### config.mk
export PLATFORM = sky130hd
export DESIGN_NAME = wavetable_sound_channel
export DESIGN_NICKNAME = d
export VERILOG_FILES = /design/src/rtl/wsc_pkg.sv /design/src/rtl/wavetable_sound_channel.sv
export SDC_FILE = /design/constraint.sdc
export NUM_CORES = 1
export LEC_CHECK = 0
export ABC_CLOCK_PERIOD_IN_PS = 4400
export BUFFER_PORTS_ARGS = -buffer_cell sky130_fd_sc_hd__buf_2
export CORE_MARGIN = 2
export CORE_UTILIZATION = 50
export DETAILED_ROUTE_END_ITERATION = 8
export PLACE_DENSITY = 0.73
export SYNTH_ARGS = -nofsm -noshare
export SYNTH_HDL_FRONTEND = slang
export SYNTH_SLANG_ARGS = --single-unit
export TNS_END_PERCENT = 5
### constraint.sdc
create_clock -name i_clk -period 4.4 [get_ports i_clk]
set_input_delay 1.1 -clock i_clk [delete_from_list [all_inputs] [get_ports i_clk]]
set_output_delay 1.1 -clock i_clk [all_outputs]
set_load 0.02 [all_outputs]
### src/rtl/wsc_pkg.sv
// types and constants shared by the wavetable sound channel
package wsc_pkg;

    typedef enum logic [1:0] {
        OP_READ   = 2'd0,
        OP_WRITE  = 2'd1,
        OP_SAMPLE = 2'd2,
        OP_LENGTH = 2'd3
    } t_op;

    // register page and wave page, upper twelve address bits
    localparam logic [11:0] REG_PAGE  = 12'hFF1;
    localparam logic [11:0] WAVE_PAGE = 12'hFF3;

    localparam logic [3:0] REG_DAC    = 4'hA;
    localparam logic [3:0] REG_LENGTH = 4'hB;
    localparam logic [3:0] REG_VOLUME = 4'hC;
    localparam logic [3:0] REG_PER_LO = 4'hD;
    localparam logic [3:0] REG_PER_HI = 4'hE;

    localparam int WAVE_DEPTH = 16;
    localparam logic [8:0]  LENGTH_FULL = 9'd256;
    localparam logic [11:0] PERIOD_BASE = 12'd2048;

    typedef struct packed {
        logic [7:0] read_data;
        logic [3:0] sample_level;
        logic       length_running;
        logic       channel_active;
    } t_result;

endpackage

### src/rtl/wavetable_sound_channel.sv
// wavetable sound channel: bus registers, wave ram, period timer and length counter
//
//  channel | valid        | stall        | payload
//  --------+--------------+--------------+---------------------------------------------
//  in      | i_in_valid   | o_in_stall   | i_operation, i_address, i_write_data
//  out     | o_out_valid  | i_out_stall  | o_read_data, o_sample_level,
//          |              |              | o_length_running, o_channel_active
//
// one event per cycle while o_in_stall is low: state updates at the accepting edge and the
// result is registered into a two-entry output queue (head plus skid register).
// o_in_stall rises only when both queue entries hold undelivered results.
// reset is synchronous, active low; it clears all channel state and the wave ram.
module wavetable_sound_channel (
    input  logic                i_clk,
    input  logic                i_rst_n,
    input  logic                i_in_valid,
    output logic                o_in_stall,
    input  wsc_pkg::t_op        i_operation,
    input  logic [15:0]         i_address,
    input  logic [7:0]          i_write_data,
    output logic                o_out_valid,
    input  logic                i_out_stall,
    output logic [7:0]          o_read_data,
    output logic [3:0]          o_sample_level,
    output logic                o_length_running,
    output logic                o_channel_active
);
    import wsc_pkg::*;

    logic        r_dac_on,   n_dac_on;
    logic        r_ch_on,    n_ch_on;
    logic [8:0]  r_len,      n_len;
    logic        r_gate,     n_gate;
    logic        r_trig,     n_trig;
    logic [1:0]  r_vol,      n_vol;
    logic [10:0] r_per,      n_per;
    logic [12:0] r_timer,    n_timer;
    logic [4:0]  r_pos,      n_pos;
    logic [3:0]  r_level,    n_level;
    logic [7:0]  r_wave [WAVE_DEPTH];

    logic        r_hd_valid, r_sk_valid;
    t_result     r_hd, r_sk;

    logic        w_push, w_pop;
    logic        w_reg_hit, w_wave_hit, w_wave_we;
    logic [12:0] w_reload;
    logic [4:0]  w_step_pos;
    logic [3:0]  w_ridx;
    logic [7:0]  w_byte;
    logic [3:0]  w_nib;
    logic [1:0]  w_shift;
    t_result     w_res;

    assign o_in_stall = r_sk_valid;
    assign w_push     = i_in_valid && !o_in_stall;
    assign w_pop      = r_hd_valid && !i_out_stall;

    assign w_reg_hit  = (i_address[15:4] == REG_PAGE) &&
                        (i_address[3:0] >= REG_DAC) && (i_address[3:0] <= REG_PER_HI);
    assign w_wave_hit = (i_address[15:4] == WAVE_PAGE);
    assign w_wave_we  = w_push && (i_operation == OP_WRITE) && w_wave_hit;

    // position after a sample tick, before the level lookup
    assign w_step_pos = (r_timer <= 13'd1) ? r_pos + 5'd1 : r_pos;

    // single wave ram read port, shared between bus reads and sample ticks
    assign w_ridx  = (i_operation == OP_SAMPLE) ? w_step_pos[4:1] : i_address[3:0];
    assign w_byte  = r_wave[w_ridx];
    assign w_nib   = w_step_pos[0] ? w_byte[3:0] : w_byte[7:4];
    assign w_shift = r_vol - 2'd1;

    always_comb begin
        n_dac_on = r_dac_on;
        n_ch_on  = r_ch_on;
        n_len    = r_len;
        n_gate   = r_gate;
        n_trig   = r_trig;
        n_vol    = r_vol;
        n_per    = r_per;
        n_timer  = r_timer;
        n_pos    = r_pos;
        n_level  = r_level;
        w_res.read_data = 8'd0;
        // reload uses the period value in force after this event
        w_reload = 13'd0;

        unique case (i_operation)
            OP_READ: begin
                if (w_reg_hit) begin
                    unique case (i_address[3:0])
                        REG_DAC:    w_res.read_data = {r_dac_on, 7'd0};
                        REG_LENGTH: w_res.read_data = 8'(LENGTH_FULL - r_len);
                        REG_VOLUME: w_res.read_data = {1'b0, r_vol, 5'd0};
                        REG_PER_LO: w_res.read_data = r_per[7:0];
                        default:    w_res.read_data = {r_trig, r_gate, 3'd0, r_per[10:8]};
                    endcase
                end else if (w_wave_hit) begin
                    w_res.read_data = w_byte;
                end
            end
            OP_WRITE: begin
                if (w_reg_hit) begin
                    unique case (i_address[3:0])
                        REG_DAC: begin
                            n_dac_on = i_write_data[7];
                            if (!i_write_data[7]) begin
                                n_ch_on = 1'b0;
                            end
                        end
                        REG_LENGTH: n_len = LENGTH_FULL - {1'b0, i_write_data};
                        REG_VOLUME: n_vol = i_write_data[6:5];
                        REG_PER_LO: n_per = {r_per[10:8], i_write_data};
                        default: begin
                            n_gate = i_write_data[6];
                            n_per  = {i_write_data[2:0], r_per[7:0]};
                            n_trig = i_write_data[7];
                            if (i_write_data[7]) begin
                                n_ch_on = 1'b1;
                                if (r_len == 9'd0) begin
                                    n_len = LENGTH_FULL;
                                end
                                w_reload = {PERIOD_BASE - {1'b0, i_write_data[2:0],
                                            r_per[7:0]}, 1'b0};
                                n_timer = w_reload;
                                n_pos   = 5'd0;
                            end
                        end
                    endcase
                end
            end
            OP_SAMPLE: begin
                w_reload = {PERIOD_BASE - {1'b0, r_per}, 1'b0};
                if (r_timer <= 13'd1) begin
                    n_timer = w_reload;
                    n_pos   = w_step_pos;
                end else begin
                    n_timer = r_timer - 13'd1;
                end
                if (r_ch_on && r_dac_on && (r_vol != 2'd0)) begin
                    n_level = w_nib >> w_shift;
                end else begin
                    n_level = 4'd0;
                end
            end
            default: begin
                if (r_gate) begin
                    if (r_len != 9'd0) begin
                        n_len = r_len - 9'd1;
                    end
                    if ((r_len == 9'd0) || (r_len == 9'd1)) begin
                        n_ch_on = 1'b0;
                    end
                end
            end
        endcase

        w_res.sample_level   = n_level;
        w_res.length_running = (n_len != 9'd0);
        w_res.channel_active = n_ch_on;
    end

    always_ff @(posedge i_clk) begin
        if (!i_rst_n) begin
            r_dac_on <= 1'b0;
            r_ch_on  <= 1'b0;
            r_len    <= 9'd0;
            r_gate   <= 1'b0;
            r_trig   <= 1'b0;
            r_vol    <= 2'd0;
            r_per    <= 11'd0;
            r_timer  <= 13'd0;
            r_pos    <= 5'd0;
            r_level  <= 4'd0;
        end else if (w_push) begin
            r_dac_on <= n_dac_on;
            r_ch_on  <= n_ch_on;
            r_len    <= n_len;
            r_gate   <= n_gate;
            r_trig   <= n_trig;
            r_vol    <= n_vol;
            r_per    <= n_per;
            r_timer  <= n_timer;
            r_pos    <= n_pos;
            r_level  <= n_level;
        end
    end

    always_ff @(posedge i_clk) begin
        if (!i_rst_n) begin
            for (int i = 0; i < WAVE_DEPTH; i++) begin
                r_wave[i] <= 8'd0;
            end
        end else if (w_wave_we) begin
            r_wave[i_address[3:0]] <= i_write_data;
        end
    end

    // output queue: head drives the ports, skid catches a beat while head is stalled
    always_ff @(posedge i_clk) begin
        if (!i_rst_n) begin
            r_hd_valid <= 1'b0;
            r_sk_valid <= 1'b0;
        end else if (w_pop) begin
            if (r_sk_valid) begin
                r_hd_valid <= 1'b1;
                r_sk_valid <= w_push;
            end else begin
                r_hd_valid <= w_push;
            end
        end else if (w_push) begin
            if (r_hd_valid) begin
                r_sk_valid <= 1'b1;
            end else begin
                r_hd_valid <= 1'b1;
            end
        end
    end

    always_ff @(posedge i_clk) begin
        if (w_pop) begin
            if (r_sk_valid) begin
                r_hd <= r_sk;
                r_sk <= w_res;
            end else begin
                r_hd <= w_res;
            end
        end else if (w_push) begin
            if (r_hd_valid) begin
                r_sk <= w_res;
            end else begin
                r_hd <= w_res;
            end
        end
    end

    assign o_out_valid      = r_hd_valid;
    assign o_read_data      = r_hd.read_data;
    assign o_sample_level   = r_hd.sample_level;
    assign o_length_running = r_hd.length_running;
    assign o_channel_active = r_hd.channel_active;

`ifndef SYNTHESIS
    a_skid_needs_head: assert property (@(posedge i_clk) disable iff (!i_rst_n)
        r_sk_valid |-> r_hd_valid)
        else $error("skid entry valid while head is empty");

    a_drain_empties: assert property (@(posedge i_clk) disable iff (!i_rst_n)
        (w_pop && !w_push && !r_sk_valid) |=> !o_out_valid)
        else $error("queue did not empty after last beat left");

    a_length_bound: assert property (@(posedge i_clk) disable iff (!i_rst_n)
        r_len <= LENGTH_FULL)
        else $error("length count beyond full length");
`endif

endmodule

# Yosys cells after proc, flatten, opt, wreduce, memory -nomap -nowiden
# Memory sizes are Yosys's and may differ from the RTL's.
# Cells that the tools add are included.
# totals
mem_bits_rw	128
word_cells	143
ff_bits	78
n_memories	1
output_inout_bits	16
in_bits	30
# op_classes
addsub	8
mux	56
eq_ne	15
bitwise	3
n_lt_le_gt_ge	3
shifts	1
n_reduce_logical	35
# mem_list
memory	depth	word_bits	rd	rd_ports_with_merged_regs	wr	line	source
r_wave	16	8	1	0	16	wavetable_sound_channel.sv:40	logic [7:0] r_wave [WAVE_DEPTH];
# ops
operator	n
$mux 14	8
$mux 13	4
$mux 9	5
$pmux 9 s2	2
$mux 8	4
$pmux 8 s4	1
$pmux 13 s2	1
$mux 5	5
$eq 12x12->1 const B	2
$sub 12x11->12 const A	2
$pmux 11 s2	1
$mux 4	5
$reduce_bool 9->1	2
$mux 1	17
$eq 4x4->1 const B	4
$reduce_and 5->1	3
$le 13x1->1 const B	1
$sub 13x1->13 const B	1
$reduce_and 4->1	3
$ne 2x2->1 const B	5
$pmux 5 s2	1
$eq 9x1->1 const B	1
$logic_not 9->1	1
$reduce_or 3->1	3
24 further kinds	39

# Longest topological paths before layout
# An unclocked memory read counts as a cell.
# logic_depth
depth_word	11
ltp_mapped	15
ltp_nobuf	13

# Worst setup path before layout
# Ideal clock, no wire load.
# synth_path
path_kind	input to register
startpoint	input i_operation[0]
endpoint	register r_sk[3] (netlist bit), data pin
t_required_ps	4139
n_path_buf	2
path_slack_ps	340
setup_time_ps	261
path_stages	12
arrival_ps	3800
path_cell_list	nand2b_1 clkbuf_1 mux2i_1 mux2i_2 buf_6 mux4_2 and3_1 nor4_1 nor2_1 a21oi_2 o22ai_1 a221o_1
# synth_between
elab_chain_len	10
elab_cells_between_ends	11
classes_between	eq/ne (1); shift (1); mux (8); memory (1)
# synth_lines
item	line	source
from (decl)	wavetable_sound_channel.sv:18	input wsc_pkg::t_op i_operation,
$eq 2x2->1 *	wavetable_sound_channel.sv:68, wavetable_sound_channel.sv:88	
$mux 4	wavetable_sound_channel.sv:68	assign w_ridx = (i_operation == OP_SAMPLE) ? w_step_pos[4:1] : i_address[3:0];
$mem_v2 16x8	--	
$mux 4	wavetable_sound_channel.sv:70	assign w_nib = w_step_pos[0] ? w_byte[3:0] : w_byte[7:4];
$shr 4x2->4	wavetable_sound_channel.sv:141	n_level = w_nib >> w_shift;
$mux 4	wavetable_sound_channel.sv:140	if (r_ch_on && r_dac_on && (r_vol != 2'd0)) begin
$mux 4 *	wavetable_sound_channel.sv:88	unique case (i_operation)
named net n_level[1]	wavetable_sound_channel.sv:39	logic [3:0] r_level, n_level;
$mux 14	wavetable_sound_channel.sv:229	if (r_hd_valid) begin
$mux 14	wavetable_sound_channel.sv:228	end else if (w_push) begin
$mux 14 *	wavetable_sound_channel.sv:221	if (w_pop) begin
to (signal assigned)	wavetable_sound_channel.sv:224	r_sk <= w_res;
to (signal assigned)	wavetable_sound_channel.sv:230	r_sk <= w_res;
to (decl)	wavetable_sound_channel.sv:43	t_result r_hd, r_sk;
# The timed path passes the listed nets; every way through them passes the cells marked *. The select of a mux whose other input is x is not followed.
# A chain may end at the register's enable or synchronous reset.

# Final worst setup path
# layout_path
startpoint	register r_pos[0]
endpoint	register r_sk[3] (netlist bit), data pin
# layout_between
elab_chain_len	11
elab_cells_between_ends	12
classes_between	add/sub (1); shift (1); mux (9); memory (1)
# layout_lines
item	line	source
from (decl)	wavetable_sound_channel.sv:38	logic [4:0] r_pos, n_pos;
from (signal assigned)	wavetable_sound_channel.sv:184	r_pos <= n_pos;
$add 5x1->5	wavetable_sound_channel.sv:65	assign w_step_pos = (r_timer <= 13'd1) ? r_pos + 5'd1 : r_pos;
$mux 5 *	wavetable_sound_channel.sv:65	
$mux 4	wavetable_sound_channel.sv:68	
$mem_v2 16x8	--	
$mux 4 *	wavetable_sound_channel.sv:70	
$shr 4x2->4 *	wavetable_sound_channel.sv:141	
$mux 4 *	wavetable_sound_channel.sv:140	
$mux 4 *	wavetable_sound_channel.sv:88	
named net n_level[1]	wavetable_sound_channel.sv:39	
$mux 14	wavetable_sound_channel.sv:229	
$mux 14	wavetable_sound_channel.sv:228	
$mux 14 *	wavetable_sound_channel.sv:221	
# Marked as above.

==> impl_metrics.py <==
metrics = {
    "drt": {
        "drc": 0,
        "ant_nets": 0,
        "vias": 9129,
        "via_per_inst": 6.15,
        "totalWireLength_um": 31600,
        "first_iter_violations": 1035,
        "wl_per_cell_um": 21.3,
        "first_pass_iters": 5,
    },
    "floorplan": {
        "die_h_um": 156,
        "die_area_sq_um": 24400,
        "core_sq_um": 22700,
        "die_w_um": 156,
        "start_util_pct": 50.9,
        "rows": 55,
        "io_pins": 46,
    },
    "grt": {
        "grt_pass1_vias": 8718,
        "grt_use_total_pct": 26.3,
        "grt-ovfl-total": 0,
        "gr-usage-met2_pct": 41.8,
        "antenna_found_initial": 0,
        "busiest_layer": "met2",
        "grt_util_met1_pct": 37.2,
        "grt_max_degree": 71,
        "grt_pass1_wl_um": 49300,
        "use_met3_pct": 3.92,
    },
    "synthesis": {
        "syn_nets": 1162,
        "synth_edf_count": 156,
        "syn_inst": 1122,
        "synth_area_leaders": "edfxtp_1 (40%), dfxtp_1 (8.7%), mux2i_1 (7.3%), and2_1 (5.6%), nand2_1 (3.2%)",
        "synth_top_area_share_pct": 40.5,
        "async_reset_ff_share_pct": 0,
        "yosysSeqAreaShare_pct": 49.2,
        "synthFlopType": "edfxtp_1",
        "syn_area_per_cell_sq_um": 10.3,
        "synth_cell_types": 79,
        "yosysWarningCount": 0,
        "syn_area_sq_um": 11600,
        "synth_seq_cells": 206,
        "synth.largest_area_cell": "edfxtp_1",
    },
    "final_layout": {
        "synthToLayoutAreaGrowth_pct": 12.9,
        "layout_common_cells": "edfxtp_1 (156), and2_1 (104), nand2_1 (98)",
        "final_common_cell": "edfxtp_1",
        "finish.utilization_pct": 57.5,
        "fillers": 1930,
        "final_nets": 1223,
        "diodes": 0,
        "drive_above_1_share_pct": 14.7,
    },
    "timing": {
        "period_minus_slack_ps": 4000,
        "tns_ps": 0,
        "slew_headroom_pct": 35.0,
        "max_freq_mhz": 250,
        "finalSetupViolCount": 0,
        "whs_ps": 494,
        "rsz0062_at_grt": "no",
        "fin_worst_skew_ps": 19.2,
        "slew_violations": 0,
        "fin_crit_sh_pct": 90.9,
        "hold_viol_final": 0,
        "worstMarginPinSlew_ps": 971,
    },
    "clocking": {
        "ctsRootBufferMaster": "clkbuf_16",
        "post_cts_buffers": 0,
        "clk-insertion-delay-late_ps": 520,
        "hold_buffers": 0,
        "htreeDepth": 1,
        "ctsLongestPathBuffers": 3,
        "numCtsBuffers": 23,
        "cts_resized": 0,
        "cts.clk_slew.worst_paths_ps": 60,
        "clock-sinks": 206,
        "cts_tree": "built",
    },
    "power": {
        "p_leak_uw": 0.00505,
        "ir_drop_mv": 0.235,
        "power_density_nw_per_um2": 362,
    },
    "worst_setup_path": {
        "path_class": "flip-flop to flip-flop",
        "startpoint_type": "flip-flop",
        "arrival_ps": 4260,
        "crit_required_ps": 4650,
        "r2r-start": "r_pos[0]",
        "endpoint_kind": "flip-flop",
        "cp-startpoint": "r_pos[0]",
        "reg2reg_slack_ps": 400,
        "r2r_end": "r_sk[3]",
        "crit_path_max_fanout": 9,
        "rr_worst_depth": 12,
    },
    "worst_hold_path": {
        "whs_path_depth": 2,
        "worstHoldEndpoint": "r_trig",
        "hold_class": "flip-flop to flip-flop",
        "hp-start": "r_trig",
    },
    "place": {
        "dp_hpwl_um": 22700,
        "gp_routability_congestion": 0.958,
        "io_buffers": 45,
    },
    "run_status": {
        "outcome": "finished clean",
    },
    "flow_run": {
        "cap_violations": 0,
    },
}
[state kept, by name, summed over array words and instances, names as in the netlist, 2 cells and up]
| register | count |
|---|---|
| r_wave | 128 |
| r_sk | 14 |
| r_timer | 13 |
| r_per | 11 |
| r_len | 9 |
| o_read_data | 8 |
| r_pos | 5 |
| o_sample_level | 4 |
| r_level | 4 |
| r_vol | 2 |
[metal layers]
layer / part of all wire [%] / wire, um
met4: 3.3 / 1040
met5: 0 / 0
met3: 7.8 / 2460
met1: 43 / 13600
met2: 46 / 14500
[worst max-delay path: stages, from the launching register on]
cell      delay (ps)
dfxtp_1          450
ha_1             240
nor4b_1          330
a41oi_1          250
a221oi_4         580
mux4_1           400
and3_1           200
nor4_1           390
buf_4            210
nor2_1            50
a21oi_2          200
o22ai_1          130
a221o_1          310
[logic make-up (layout without fill, tap and decap cells)]
family / count (synthesis) / in the layout / share of synthesized area, %
flip-flops: 206 / 206 / 49.2
multiplexers: 108 / 108 / 10.7
adder cells (fa/ha/maj): 10 / 10 / 1.08
AND/OR/NAND/NOR: 468 / 468 / 21.3
buffers and inverters: 98 / 175 / 3.69
XOR/XNOR: 28 / 28 / 2.12
AO/OA/AOI/OAI: 204 / 204 / 12.0
[worst max-delay path by stage]
stage | to | slack [ps] | cells past startpoint
4_1_cts | r_sk[3] | 450 | 12
2_1_floorplan | r_sk[3] | 340 | 12
3_5_place_dp | r_sk[3] | 60 | 12
3_3_place_gp | o_sample_level[3] | 120 | 11
6_report | r_sk[3] | 400 | 12
5_1_grt | o_sample_level[3] | 160 | 11
[through the flow]
stage | power, uW | setup slack [ps] | std cells | cell area [sq um]
floorplan | 2670 | 340 | 1122 | 11600
global placement | 2890 | 123 | 1443 | 12300
detailed placement | 2900 | 56.3 | 1443 | 12300
CTS | 4750 | 449 | 1484 | 13100
global route | 4890 | 161 | 1484 | 13100
finish | 4730 | 399 | 1484 | 13100
[synthesized netlist by cell type (all sizes together) (16+ instances only)]
master / number
edfxtp: 156
and2: 104
nand2: 98
mux2i: 85
nor2: 76
clkbuf: 64
o21ai: 54
dfxtp: 50
nor3: 48
a21oi: 37
nand3: 31
nor4: 26
nor2b: 24
inv: 18
xnor2: 18
a21boi: 16
and3: 16
[report_power, final]
group / switching [uW] / internal [uW] / leakage [uW]
combinational: 435 / 270 / 0.00267
clock: 770 / 1080 / 0.000342
sequential: 28.7 / 2140 / 0.00204
[cell type report]
type	count	area [sq um]	area share, %
well taps	285	357	2.73
repair buffers	113	761	5.82
clock buffers	29	598	4.58
multi-input cells	818	5460	41.8
flip-flops and latches	206	5690	43.5
inverters	21	78.8	0.604
clock inverters	12	118	0.900
(Power assumes the default switching activity.)
